`src/sv/sensor_frame_deframer_top_assert.svh`:
```
// assertion macros for the sensor frame deframer
`ifndef SENSOR_FRAME_DEFRAMER_TOP_ASSERT_SVH
`define SENSOR_FRAME_DEFRAMER_TOP_ASSERT_SVH

// same-cycle implication, disabled in reset
`define SFD_ASSERT_IMPLY(label, clock, reset, cond, prop) \
  label: assert property (@(posedge clock) disable iff (reset) (cond) |-> (prop)) \
    else $error("sfd assertion failed");

// next-cycle implication, disabled in reset
`define SFD_ASSERT_NEXT(label, clock, reset, cond, prop) \
  label: assert property (@(posedge clock) disable iff (reset) (cond) |=> (prop)) \
    else $error("sfd assertion failed");

`endif

```
`src/sv/sfd_pkg.sv`:
```
package sfd_pkg;

  localparam int CAPTURE_BYTES_DEF = 14;
  localparam int NUM_TYPES = 6;
  localparam int ADDR_W = 5;

  localparam logic [7:0] HDR_FIRST = 8'hAA;
  localparam logic [7:0] HDR_SECOND = 8'h55;
  localparam logic [15:0] CRC_INIT = 16'hFFFF;
  localparam logic [15:0] CRC_POLY = 16'hA001;

  localparam logic [NUM_TYPES-1:0][7:0] TYPE_CODE_RESET =
    {8'd6, 8'd5, 8'd4, 8'd3, 8'd2, 8'd1};

  localparam logic [3:0] OC_SENSOR_BASE  = 4'd0;
  localparam logic [3:0] OC_SENSOR_SEQ   = 4'd1;
  localparam logic [3:0] OC_SENSOR_LIGHT = 4'd2;
  localparam logic [3:0] OC_ALARM        = 4'd3;
  localparam logic [3:0] OC_HEARTBEAT    = 4'd4;
  localparam logic [3:0] OC_CMD_ACK      = 4'd5;
  localparam logic [3:0] OC_STATUS       = 4'd6;
  localparam logic [3:0] OC_REPORT_ACK   = 4'd7;
  localparam logic [3:0] OC_UNKNOWN      = 4'd8;
  localparam logic [3:0] OC_SHORT        = 4'd9;
  localparam logic [3:0] OC_CRC_ERR      = 4'd10;

  typedef logic [NUM_TYPES-1:0][7:0] type_codes_t;

  typedef struct packed {
    logic [3:0]          outcome;
    logic [7:0]          node_id;
    logic signed [15:0]  temperature_tenths;
    logic [15:0]         humidity_tenths;
    logic [15:0]         voltage_millivolts;
    logic [15:0]         light_level;
    logic [7:0]          status_byte;
    logic [31:0]         sequence_res;
    logic [15:0]         ack_ident;
    logic [7:0]          ack_code;
    logic [15:0]         version_word;
  } frame_fields_t;

  function automatic logic [15:0] crc16_byte(input logic [15:0] crc, input logic [7:0] b);
    logic [15:0] c;
    c = crc ^ {8'h00, b};
    for (int k = 0; k < 8; k++) begin
      c = c[0] ? ((c >> 1) ^ CRC_POLY) : (c >> 1);
    end
    return c;
  endfunction

endpackage

```
`src/sv/sensor_frame_deframer_top.sv`:
```
// sensor frame deframer
// rx channel (rx_valid, rx_stall, rx_byte) takes one received serial byte per request.
// the block hunts for the AA 55 header, reads length, type, payload and a
// little-endian CRC-16/MODBUS, and gives one result request on the res channel
// (res_valid, res_stall) for the last CRC byte of each frame; other bytes give none.
// throughput: one byte per clock cycle while rx_stall is low, set by the combinational
// byte-wide CRC update and framing state update after the input register.
// the last CRC byte passes through the input register, and its result is loaded
// into the result register once that register is free.
// a stalled result holds in the result register while bytes keep flowing in;
// rx_stall rises only when the last CRC byte of the next frame meets a
// result that is still stalled.
// type codes are written through the configuration port, byte address 4*i, low 8 bits.
// synchronous reset restarts the header hunt, resets payload position and running CRC,
// clears the drop counter and both valid flags, and restores the type codes to 1 to 6.
`include "sensor_frame_deframer_top_assert.svh"

module sensor_frame_deframer_top #(
  parameter int CAPTURE_BYTES = sfd_pkg::CAPTURE_BYTES_DEF
) (
  input  logic                       clk,
  input  logic                       rst,
  input  logic                       rx_valid,
  output logic                       rx_stall,
  input  logic [7:0]                 rx_byte,
  output logic                       res_valid,
  input  logic                       res_stall,
  output logic [3:0]                 outcome,
  output logic [7:0]                 node_id,
  output logic signed [15:0]         temperature_tenths,
  output logic [15:0]                humidity_tenths,
  output logic [15:0]                voltage_millivolts,
  output logic [15:0]                light_level,
  output logic [7:0]                 status_byte,
  output logic [31:0]                sequence_res,
  output logic [15:0]                ack_ident,
  output logic [7:0]                 ack_code,
  output logic [15:0]                version_word,
  output logic [31:0]                dropped_total,
  input  logic                       psel,
  input  logic                       penable,
  input  logic                       pwrite,
  input  logic [sfd_pkg::ADDR_W-1:0] paddr,
  input  logic [31:0]                pwdata,
  output logic [31:0]                prdata,
  output logic                       pready
);
  import sfd_pkg::*;

  localparam logic [2:0] PH_H1    = 3'd0;
  localparam logic [2:0] PH_H2    = 3'd1;
  localparam logic [2:0] PH_LEN   = 3'd2;
  localparam logic [2:0] PH_TYPE  = 3'd3;
  localparam logic [2:0] PH_PAY   = 3'd4;
  localparam logic [2:0] PH_CRCLO = 3'd5;
  localparam logic [2:0] PH_CRCHI = 3'd6;

  type_codes_t type_codes;
  logic [2:0]  cfg_index;

  logic        in_valid;
  logic [7:0]  in_byte;
  logic        advance;

  logic [2:0]  phase, phase_next;
  logic [7:0]  frame_length, frame_length_next;
  logic [7:0]  frame_type_byte, frame_type_byte_next;
  logic [7:0]  payload_position, payload_position_next;
  logic [15:0] running_crc, running_crc_next;
  logic [7:0]  crc_low_byte, crc_low_byte_next;
  logic [CAPTURE_BYTES-1:0][7:0] captured_payload, captured_payload_next;
  logic [31:0] dropped_count, dropped_next;
  logic [8:0]  drop_amount;
  logic [32:0] drop_sum;

  frame_fields_t fields;
  logic [8:0]    frame_drop;
  frame_fields_t res_fields;

  // configuration port
  assign pready = 1'b1;
  assign cfg_index = paddr[ADDR_W-1:2];

  always_comb begin
    prdata = '0;
    if (cfg_index < 3'(NUM_TYPES)) begin
      prdata = {24'h0, type_codes[cfg_index]};
    end
  end

  always_ff @(posedge clk) begin
    if (rst) begin
      type_codes <= TYPE_CODE_RESET;
    end else if (psel && penable && pwrite && pready && cfg_index < 3'(NUM_TYPES)) begin
      type_codes[cfg_index] <= pwdata[7:0];
    end
  end

  // input register, held back only when a result would meet a stalled one
  assign advance = in_valid && !(phase == PH_CRCHI && res_valid && res_stall);
  assign rx_stall = in_valid && !advance;

  always_ff @(posedge clk) begin
    if (rst) begin
      in_valid <= 1'b0;
    end else if (!rx_stall) begin
      in_valid <= rx_valid;
    end
  end

  always_ff @(posedge clk) begin
    if (rx_valid && !rx_stall) begin
      in_byte <= rx_byte;
    end
  end

  sfd_decode #(
    .CAPTURE_BYTES(CAPTURE_BYTES)
  ) u_decode (
    .frame_length    (frame_length),
    .frame_type_byte (frame_type_byte),
    .running_crc     (running_crc),
    .crc_low_byte    (crc_low_byte),
    .crc_high_byte   (in_byte),
    .type_codes      (type_codes),
    .payload         (captured_payload),
    .fields          (fields),
    .drop_amount     (frame_drop)
  );

  // framing state
  always_comb begin
    phase_next = phase;
    frame_length_next = frame_length;
    frame_type_byte_next = frame_type_byte;
    payload_position_next = payload_position;
    running_crc_next = running_crc;
    crc_low_byte_next = crc_low_byte;
    captured_payload_next = captured_payload;
    drop_amount = '0;
    case (phase)
      PH_H1: begin
        if (in_byte == HDR_FIRST) begin
          phase_next = PH_H2;
        end else begin
          drop_amount = 9'd1;
        end
      end
      PH_H2: begin
        if (in_byte == HDR_SECOND) begin
          phase_next = PH_LEN;
        end else if (in_byte == HDR_FIRST) begin
          drop_amount = 9'd1;
        end else begin
          drop_amount = 9'd2;
          phase_next = PH_H1;
        end
      end
      PH_LEN: begin
        if (in_byte == 8'h00) begin
          drop_amount = 9'd3;
          phase_next = PH_H1;
        end else begin
          frame_length_next = in_byte;
          running_crc_next = crc16_byte(CRC_INIT, in_byte);
          phase_next = PH_TYPE;
        end
      end
      PH_TYPE: begin
        frame_type_byte_next = in_byte;
        running_crc_next = crc16_byte(running_crc, in_byte);
        payload_position_next = '0;
        captured_payload_next = '0;
        phase_next = (frame_length == 8'd1) ? PH_CRCLO : PH_PAY;
      end
      PH_PAY: begin
        for (int i = 0; i < CAPTURE_BYTES; i++) begin
          if (payload_position == 8'(i)) begin
            captured_payload_next[i] = in_byte;
          end
        end
        running_crc_next = crc16_byte(running_crc, in_byte);
        payload_position_next = payload_position + 8'd1;
        if ({1'b0, payload_position_next} + 9'd1 >= {1'b0, frame_length}) begin
          phase_next = PH_CRCLO;
        end
      end
      PH_CRCLO: begin
        crc_low_byte_next = in_byte;
        phase_next = PH_CRCHI;
      end
      PH_CRCHI: begin
        drop_amount = frame_drop;
        phase_next = PH_H1;
      end
      default: begin
        phase_next = PH_H1;
      end
    endcase
  end

  // saturating drop counter
  assign drop_sum = {1'b0, dropped_count} + {24'h0, drop_amount};
  assign dropped_next = drop_sum[32] ? 32'hFFFF_FFFF : drop_sum[31:0];

  always_ff @(posedge clk) begin
    if (rst) begin
      phase <= PH_H1;
      payload_position <= '0;
      running_crc <= CRC_INIT;
      dropped_count <= '0;
    end else if (advance) begin
      phase <= phase_next;
      payload_position <= payload_position_next;
      running_crc <= running_crc_next;
      dropped_count <= dropped_next;
    end
  end

  always_ff @(posedge clk) begin
    if (advance) begin
      frame_length <= frame_length_next;
      frame_type_byte <= frame_type_byte_next;
      crc_low_byte <= crc_low_byte_next;
      captured_payload <= captured_payload_next;
    end
  end

  // result register
  always_ff @(posedge clk) begin
    if (rst) begin
      res_valid <= 1'b0;
    end else if (advance && phase == PH_CRCHI) begin
      res_valid <= 1'b1;
    end else if (!res_stall) begin
      res_valid <= 1'b0;
    end
  end

  always_ff @(posedge clk) begin
    if (advance && phase == PH_CRCHI) begin
      res_fields <= fields;
      dropped_total <= dropped_next;
    end
  end

  assign outcome = res_fields.outcome;
  assign node_id = res_fields.node_id;
  assign temperature_tenths = res_fields.temperature_tenths;
  assign humidity_tenths = res_fields.humidity_tenths;
  assign voltage_millivolts = res_fields.voltage_millivolts;
  assign light_level = res_fields.light_level;
  assign status_byte = res_fields.status_byte;
  assign sequence_res = res_fields.sequence_res;
  assign ack_ident = res_fields.ack_ident;
  assign ack_code = res_fields.ack_code;
  assign version_word = res_fields.version_word;

  `SFD_ASSERT_NEXT(a_result_after_crc, clk, rst, advance && phase == PH_CRCHI,
    res_valid && phase == PH_H1)
  `SFD_ASSERT_IMPLY(a_drop_monotonic, clk, rst, !$past(rst),
    dropped_count >= $past(dropped_count))
  `SFD_ASSERT_IMPLY(a_payload_bound, clk, rst, phase == PH_PAY,
    {1'b0, payload_position} + 9'd1 < {1'b0, frame_length})

endmodule

```
`src/sv/sfd_decode.sv`:
```
module sfd_decode #(
  parameter int CAPTURE_BYTES = sfd_pkg::CAPTURE_BYTES_DEF
) (
  input  logic [7:0]                      frame_length,
  input  logic [7:0]                      frame_type_byte,
  input  logic [15:0]                     running_crc,
  input  logic [7:0]                      crc_low_byte,
  input  logic [7:0]                      crc_high_byte,
  input  sfd_pkg::type_codes_t            type_codes,
  input  logic [CAPTURE_BYTES-1:0][7:0]   payload,
  output sfd_pkg::frame_fields_t          fields,
  output logic [8:0]                      drop_amount
);
  import sfd_pkg::*;

  localparam logic [2:0] KIND_SENSOR = 3'd0;
  localparam logic [2:0] KIND_ALARM  = 3'd1;
  localparam logic [2:0] KIND_HBEAT  = 3'd2;
  localparam logic [2:0] KIND_CMDACK = 3'd3;
  localparam logic [2:0] KIND_STATUS = 3'd4;
  localparam logic [2:0] KIND_REPACK = 3'd5;
  localparam logic [2:0] KIND_NONE   = 3'd6;

  logic [2:0] kind;
  logic [7:0] plen;
  logic       crc_ok;

  assign plen = frame_length - 8'd1;
  assign crc_ok = ({crc_high_byte, crc_low_byte} == running_crc);

  // first matching register wins
  always_comb begin
    kind = KIND_NONE;
    for (int i = NUM_TYPES - 1; i >= 0; i--) begin
      if (frame_type_byte == type_codes[i]) begin
        kind = 3'(i);
      end
    end
  end

  always_comb begin
    fields = '0;
    drop_amount = '0;
    if (!crc_ok) begin
      fields.outcome = OC_CRC_ERR;
      drop_amount = {1'b0, frame_length} + 9'd5;
    end else begin
      fields.outcome = OC_SHORT;
      case (kind)
        KIND_SENSOR: begin
          if (plen >= 8'd8) begin
            fields.node_id = payload[0];
            fields.temperature_tenths = $signed({payload[2], payload[1]});
            fields.humidity_tenths = {payload[4], payload[3]};
            fields.voltage_millivolts = {payload[6], payload[5]};
            if (plen >= 8'd14) begin
              fields.outcome = OC_SENSOR_LIGHT;
              fields.light_level = {payload[8], payload[7]};
              fields.status_byte = payload[9];
              fields.sequence_res = {payload[13], payload[12], payload[11], payload[10]};
            end else if (plen >= 8'd12) begin
              fields.outcome = OC_SENSOR_SEQ;
              fields.status_byte = payload[7];
              fields.sequence_res = {payload[11], payload[10], payload[9], payload[8]};
            end else begin
              fields.outcome = OC_SENSOR_BASE;
              fields.status_byte = payload[7];
            end
          end
        end
        KIND_ALARM: begin
          if (plen >= 8'd2) begin
            fields.outcome = OC_ALARM;
            fields.node_id = payload[0];
            fields.status_byte = payload[1];
          end
        end
        KIND_HBEAT: begin
          if (plen >= 8'd1) begin
            fields.outcome = OC_HEARTBEAT;
            fields.node_id = payload[0];
          end
        end
        KIND_CMDACK: begin
          if (plen >= 8'd4) begin
            fields.outcome = OC_CMD_ACK;
            fields.node_id = payload[0];
            fields.ack_ident = {payload[2], payload[1]};
            fields.ack_code = payload[3];
          end
        end
        KIND_STATUS: begin
          if (plen >= 8'd3) begin
            fields.outcome = OC_STATUS;
            fields.node_id = payload[0];
            fields.status_byte = payload[1];
            fields.version_word = {payload[2], (plen >= 8'd4) ? payload[3] : 8'h00};
          end
        end
        KIND_REPACK: begin
          fields.outcome = OC_REPORT_ACK;
        end
        default: begin
          fields.outcome = OC_UNKNOWN;
        end
      endcase
      if (fields.outcome == OC_REPORT_ACK || fields.outcome == OC_SHORT) begin
        drop_amount = {1'b0, plen};
      end
    end
  end

endmodule
```
`config.mk`:
```
export PLATFORM = sky130hd
export DESIGN_NAME = sensor_frame_deframer_top
export DESIGN_NICKNAME = d
export VERILOG_FILES = /design/src/sv/sfd_pkg.sv /design/src/sv/sensor_frame_deframer_top.sv /design/src/sv/sfd_decode.sv
export VERILOG_INCLUDE_DIRS = /design/src /design/src/sv
export SDC_FILE = /design/constraint.sdc
export NUM_CORES = 1
export LEC_CHECK = 0
export ABC_AREA = 0
export BUFFER_PORTS_ARGS = -buffer_cell sky130_fd_sc_hd__buf_2
export CAP_MARGIN = 20
export CORE_ASPECT_RATIO = 0.5
export CORE_MARGIN = 2
export CORE_UTILIZATION = 60
export DETAILED_ROUTE_END_ITERATION = 7
export PLACE_DENSITY = 0.83
export RECOVER_POWER = 50
export SYNTH_ARGS = -nofsm -noshare
export SYNTH_HDL_FRONTEND = slang
export SYNTH_SLANG_ARGS = --single-unit
```
`constraint.sdc`:
```
create_clock -name clk -period 22.3 [get_ports clk]
set_clock_uncertainty 0.05 [all_clocks]
set_input_delay 3.345 -clock clk [delete_from_list [all_inputs] [get_ports clk]]
set_output_delay 3.345 -clock clk [all_outputs]
set_load 0.05 [all_outputs]
```
==> reports/summary.txt, run 1 <==
Yosys warnings: 0
Outcome: finished with violations
Final ANT Viol Nets: 0
Setup slack, reg-to-reg: 15550 ps
Compound-cell area share of the yosys netlist: 8.63%
Post-synth EDFFs: 332
# nets final: 1941
Worst-path maximum fanout: 20
Pwr/cell area: 72.3 nW/um^2
Total gr overflow: 0
Setup TNS Final: 0 ps
CP Capture Type: primary output
Worst-case clock buffer depth: 3
Core Area: 32800 um^2
Ys flop type: edfxtp_1
Post-CTS Hold Buffers: 0
Hold crit path type: reg -> reg
Post-cts resize count: 0
Clock Sink Count: 441
Failing checks: capacitance limit, slew limit
Area Growth Syn to Fin: 12.7%
Via count: 13500
CP required: 18910 ps
Worst Tran Pin Value: 4270 ps
RSZ-0062 raised after global routing: false
Worst r2r src: frame_length[1]$_DFFE_PP_
Min-delay src: dropped_count[3]$_SDFFE_PP0P_
Leak pwr: 8.89 nW
Cell Chain, Critical Path: buf_2, nor2b_1, a21oi_1, o22ai_1, buf_2
GR Util All Layers: 26.2%
Logic pwr share: 3.2%
CTS tree: yes
Area share of the largest cell type after synthesis: 50.2%
Switch share: 21.1%
Initial Util: 60.5%
Wire per inst: 19.9 um
Crit-path most repeated cell: buf_2
Final instance area: 22400 um^2
I/O pins: 275
Worst hold slack: 416 ps
Clk pin slew, worst setup/hold paths: 60 ps
Critical path data arrival time: 4740 ps
Synth Instances: 1655
Place WS: 14210 ps
Main combinational cell family by area after synthesis: simple AND/OR/NAND/NOR gates
1st-iter DRT viols: 1247
Dominant cell type by area after synthesis: edfxtp_1
DP Area: 21300 um^2
Synth top area cells: edfxtp_1 (50%), dfxtp_1 (11%), and2_1 (3.5%)
CP max-delay cell: buf_2
Hold Vio Cnt, Final: 0
ANT cells: 0
TritonRoute pass-1 iters: 6
Cells after DPL: 2248
Largest stage delay on the critical path: 410 ps
Register share of total power: 54.5%
Die ar.: 34600 um^2
Worst-Skew Late Latency: 550 ps
CTS H-tree depth: 2
Peak supply drop: 52.2 uV
Mean Syn Cell Area: 12.0 um^2
Reg2reg path depth: 19
Adder-Cell Fraction of Synth Area: 2.56%
Initial antenna violation count: 0
Switching Power: 0.342 mW
First-pass GRT wire length: 70400 um
Synth unique cells: 67
Final number of setup-violating endpoints: 0
Netlist Area Pre-Place: 19900 um^2
Hold endpoint: dropped_count[3]$_SDFFE_PP0P_
Final WL: 46100 um
Total power: 1.62 mW
Number of remaining DRC errors: 0
Ys async rst share: 0%
Vias per Instance: 5.81
Die Wd: 261 um
Worst setup path category: in -> out
Proportion of synthesized area in mux cells: 3.69%
Sequential-to-total area share from yosys stat: 61.2%
Startpoint types: primary input
FMAX: 123 MHz
Clock power frac: 42.3%
WHS Path Cells: 2
Int Power: 1.28 mW
Tmin final: 8140 ps
Share of post-route cells with drive strength above 1: 11.8%
Largest net degree at the start of global routing: 157
Die Y: 133 um
GP Congestion: 0.920
Post-CTS setup buffer count: 0
CTS Buf Count: 39
Maximum capacitance violations: 5
XOR/XNOR Fraction of Synth Area: 6.18%
Port Buffers: 223
Util after Layout: 68.2%
Fin crit share: 36.5%
Slew Limit Fails: 247
Root Driver: clkbuf_16
Vias in the first global route: 12600
Yosys reg bits: 441
Hpwl dp: 30000 um
Finished Layout Cells: 2320
Slew HR: -185%
Critical R2R Capture: dropped_count[10]$_SDFFE_PP0P_
Synth Area in Simple Gates: 14.5%
Row count: 47
Final worst setup slack: 14160 ps
-- registers in the layout, summed over array words and instances (netlist names), 3 cells and up --
name	count
temperature_tenths	16
running_crc	16
frame_type_byte	8
ack_ident	16
node_id	8
type_codes	48
captured_payload	112
ack_code	8
crc_low_byte	8
sequence_res	32
in_byte	8
frame_length	8
outcome	4
phase	3
humidity_tenths	16
dropped_count	32
light_level	16
status_byte	8
dropped_total	32
voltage_millivolts	16
payload_position	8
version_word	16
-- worst max-delay path: cells and delay by family --
kind,cells,cell delay (ps)
buffers and inverters,2,720
AO/OA/AOI/OAI,2,320
AND/OR/NAND/NOR,1,360
-- power groups by stage --
stage                     combinational (mW)  sequential, mW  clock, mW
after global placement                0.0506           0.899          0
after floorplan                       0.0450           0.895          0
after detailed placement              0.0515           0.899          0
after CTS                             0.0519           0.881      0.693
after global routing                  0.0566           0.880      0.725
final                                 0.0522           0.881      0.684
-- cells in the mapped netlist (5+ instances only) --
master / instances
nor2_1: 173
buf_2: 9
o21bai_1: 9
mux2i_1: 63
a2bb2oi_1: 9
o21ai_0: 17
dfxtp_1: 109
nor3b_1: 7
nor4_1: 16
nand4_1: 16
o21a_1: 8
ha_1: 39
a311oi_1: 7
o211ai_1: 5
a21oi_1: 79
and4_1: 5
a22oi_1: 37
xor2_1: 64
a211o_1: 19
and2_1: 111
and3_1: 33
o21ai_1: 7
nand2_1: 97
a211oi_1: 14
nand3_1: 30
a21o_1: 6
buf_4: 26
mux2_2: 5
inv_1: 30
o22ai_1: 6
edfxtp_1: 332
a31oi_1: 5
xnor2_1: 76
nand2b_1: 7
or2_2: 6
clkbuf_1: 68
nor3_1: 33
nor2b_1: 21
-- placed cells by master (no fill, tap or decap), types with 9 or more instances in the layout --
cell type,count
edfxtp_1,332
nor2_1,172
buf_2,131
dfxtp_1,109
clkbuf_1,105
nand2_1,97
a21oi_1,79
xnor2_1,76
and2_0,75
xor2_1,64
mux2i_1,63
clkbuf_16,40
ha_1,39
a22oi_1,37
and2_1,36
and3_1,33
nor3_1,31
nand3_1,30
inv_1,30
conb_1,25
nor2b_1,21
o21ai_0,20
a211o_1,19
nand4_1,16
nor4_1,16
a211oi_1,14
o21bai_1,9
a2bb2oi_1,9
-- worst max-delay path by stage --
stage | cells past startpoint | to | startpoint
detailed placement | 5 | prdata[4] | paddr[4]
floorplan | 4 | ack_code[0]$_SDFFCE_PN0P_ | res_stall
finish | 5 | prdata[6] | paddr[4]
CTS | 4 | prdata[5] | paddr[3]
global route | 5 | prdata[6] | paddr[4]
global placement | 5 | prdata[4] | paddr[4]
-- kinds of logic after synthesis --
logic type | Yosys count
buffers and inverters | 138
muxes | 70
AOI/OAI and AO/OA | 252
xor gates and xnor gates | 140
and+or+nand+nor | 572
adders and majority gates | 40
other | 2
DFF | 441
-- area by class of cell --
class                           count  area (um^2)
Clock inverter                     20          199
Multi-Input combinational cell   1099         7160
Fill cell                        2377        10500
Timing Repair Buffer              237         1090
Clock buffer                       51         1090
Tap cell                          441          552
Sequential cell                   441        12200
Inverter                           31          116
-- layer usage --
| metal | vias up | share of wire (%) | global-route usage, % |
|---|---|---|---|
| met2 | 512 | 49 | 42.5 |
| li1 | 6310 | - | - |
| met4 | 0 | 2.5 | 7.70 |
| met1 | 6568 | 42 | 36.5 |
| met5 | - | 0 | 0 |
| met3 | 80 | 6.6 | 4.60 |
(Power assumes the default switching activity.)
==> run 2: changes to the inputs <==
--- a/config.mk
+++ b/config.mk
@@ -11,9 +11,9 @@
 export CAP_MARGIN = 20
 export CORE_ASPECT_RATIO = 0.5
 export CORE_MARGIN = 2
-export CORE_UTILIZATION = 60
+export CORE_UTILIZATION = 52
 export DETAILED_ROUTE_END_ITERATION = 7
-export PLACE_DENSITY = 0.83
+export PLACE_DENSITY = 0.76
 export RECOVER_POWER = 50
 export SYNTH_ARGS = -nofsm -noshare
 export SYNTH_HDL_FRONTEND = slang
==> constraint.sdc (replaced) <==
create_clock -name clk -period 7.3 [get_ports clk]
set_clock_uncertainty 0.05 [all_clocks]
set_input_delay 1.095 -clock clk [delete_from_list [all_inputs] [get_ports clk]]
set_output_delay 1.095 -clock clk [all_outputs]
set_load 0.05 [all_outputs]
==> reports/summary.txt, run 2 (synthesis results as in run 1) <==
Max reg flops: 112 (unchanged)
# nets final: 1943 (+0.10%)
Slew HR: -198% (-13 points)
Worst-Skew Late Latency: 550 ps (about the same)
GP Congestion: 0.900 (-2.2%)
Final ANT Viol Nets: 0 (unchanged)
ANT cells: 0 (unchanged)
Fin crit share: 89.3%
Die Wd: 280 um (+7.3%)
Number of remaining DRC errors: 0 (unchanged)
Failing checks: capacitance limit, slew limit
Core Area: 37500 um^2 (+14%)
Cells after DPL: 2303 (+2.4%)
GR Util All Layers: 23.0% (-3.2 points)
Vias per Instance: 5.56 (-4.3%)
Final number of setup-violating endpoints: 0 (unchanged)
Clock Sink Count: 441 (unchanged)
Post-cts resize count: 0 (unchanged)
Root Driver: clkbuf_16
Die Y: 142 um (+7.2%)
Area taken by multi-input logic gates: 7190 um^2 (+0.45%)
Hpwl dp: 30900 um (+2.8%)
Hold Vio Cnt, Final: 0 (unchanged)
Startpoint types: flop
CP required: 7480 ps (-11430 ps)
Final instance area: 22300 um^2 (-0.18%)
Hold crit path type: reg -> reg
CTS H-tree depth: 2 (unchanged)
Top reg by flops: captured_payload
Total gr overflow: 0 (unchanged)
Largest regs: captured_payload x112, type_codes x48
Clk pin slew, worst setup/hold paths: 60 ps (about the same)
Area Growth Syn to Fin: 12.4%
Reg area: 12200 um^2 (unchanged)
Wire per inst: 19.4 um (-2.4%)
Slew Limit Fails: 173 (-30%)
Initial antenna violation count: 0 (unchanged)
Peak supply drop: 143 uV (+170%)
RSZ-0062 raised after global routing: false
Post-CTS setup buffer count: 0 (unchanged)
Via count: 13200 (-1.9%)
CTS tree: yes
FMAX: 153 MHz
Critical path data arrival time: 6690 ps (+1950 ps)
CP max-delay cell: o2bb2ai_1
Largest stage delay on the critical path: 540 ps (+130 ps)
Die ar.: 39900 um^2 (+15%)
Largest net degree at the start of global routing: 157 (unchanged)
Row count: 50 (+6.4%)
Port Buffers: 223 (unchanged)
Vias in the first global route: 12500 (-0.93%)
Final WL: 46100 um (about the same)
Worst hold slack: 410 ps (-5.93 ps)
Cell Chain, Critical Path: inv_1, ha_1, nor3b_1, mux2i_1, or3_4, nand3_1, o2bb2ai_1, a22oi_1, o21ai_1, o22ai_1, ha_1, fa_1, a21o_1, a21oi_1, o21bai_1, a21o_1, and2_1, a21oi_1, buf_4, a311oi_1
DP Area: 21300 um^2 (+0.41%)
Worst setup path category: reg -> reg
CP Capture Type: flop
Post-CTS Hold Buffers: 0 (unchanged)
Worst-path maximum fanout: 11 (-45%)
Most frequent cells in the layout: edfxtp_1 (332), clkbuf_1 (207), nor2_1 (172), dfxtp_1 (109), and2_1 (103)
Outcome: finished with violations
First-pass GRT wire length: 71000 um (+0.92%)
WP buf/inv: 2 (unchanged)
Pwr/cell area: 218 nW/um^2 (+200%)
Setup TNS Final: 0 ps (unchanged)
Total power: 4.87 mW (+200%)
CP delay by family, top: compound AO/OA/AOI/OAI gates
TritonRoute pass-1 iters: 5 (-1)
Share of post-route cells with drive strength above 1: 6.64% (-5.2 points)
Initial Util: 52.9% (-7.6 points)
Tmin final: 6520 ps
CTS Buf Count: 40 (+2.6%)
Leak pwr: 8.54 nW (-3.9%)
Finished Layout Cells: 2376 (+2.4%)
I/O pins: 275 (unchanged)
1st-iter DRT viols: 992 (-20%)
Worst Tran Pin Value: 4470 ps (+196 ps)
Fillers: 3114 (+31%)
Most common cell after layout, fill and taps aside: edfxtp_1
Maximum capacitance violations: 3 (-2)
Worst-case clock buffer depth: 3 (unchanged)
[run 2: through the flow]
stage          util [%]  setup WS, ps
4_1_cts            60.2          1110
3_5_place_dp       56.8          1150
3_3_place_gp       56.8          1240
6_report           59.5           781
2_1_floorplan         -           312
5_1_grt            59.5           372
[run 2: layer usage]
layer  track usage, %  vias to the layer above  part of all wire [%]  wire length (um)
met2             38.0                      402                    48             22200
met4             5.97                        0                   2.0               943
met3             3.41                       57                   5.0              2310
met1             32.1                     6433                    45             20700
li1                 -                     6316                     -                 -
met5                0                        -                     0                 0
[run 2: area by class of cell]
class	count	share of cell area (%)
sequential	441	54.4
multi-input combinational	1099	32.2
clock buffer	58	5.02
timing repair buffer	238	4.44
tap	494	2.77
clock inverter	15	0.589
inverter	31	0.521
[run 2: worst paths after layout]
check / start / endpoint / slack [ps] / depth (start not counted)
setup / recovery: frame_length[1]$_DFFE_PP_ / dropped_count[27]$_SDFFE_PP0P_ / 780 / 20
hold / removal: dropped_count[4]$_SDFFE_PP0P_ / dropped_count[4]$_SDFFE_PP0P_ / 410 / 2
setup reg to reg: frame_length[1]$_DFFE_PP_ / dropped_count[27]$_SDFFE_PP0P_ / 780 / 20
hold reg to reg: dropped_count[4]$_SDFFE_PP0P_ / dropped_count[4]$_SDFFE_PP0P_ / 410 / 2
[run 2: report_power, final]
| group | leakage (nW) | internal, mW | switching (mW) |
|---|---|---|---|
| sequential | 4.62 | 2.67 | 0.0197 |
| clock | 0.605 | 1.11 | 0.907 |
| combinational | 3.32 | 0.0529 | 0.106 |
[run 2: worst reg2reg max path, stage by stage (launching register included)]
cell and delay [ps]:
edfxtp_1 500, inv_1 250, ha_1 270, nor3b_1 310, mux2i_1 460, or3_4 230
nand3_1 360, o2bb2ai_1 540, a22oi_1 220, o21ai_1 260, o22ai_1 190, ha_1 260
fa_1 410, a21o_1 190, a21oi_1 220, o21bai_1 120, a21o_1 270, and2_1 230
a21oi_1 510, buf_4 270, a311oi_1 90
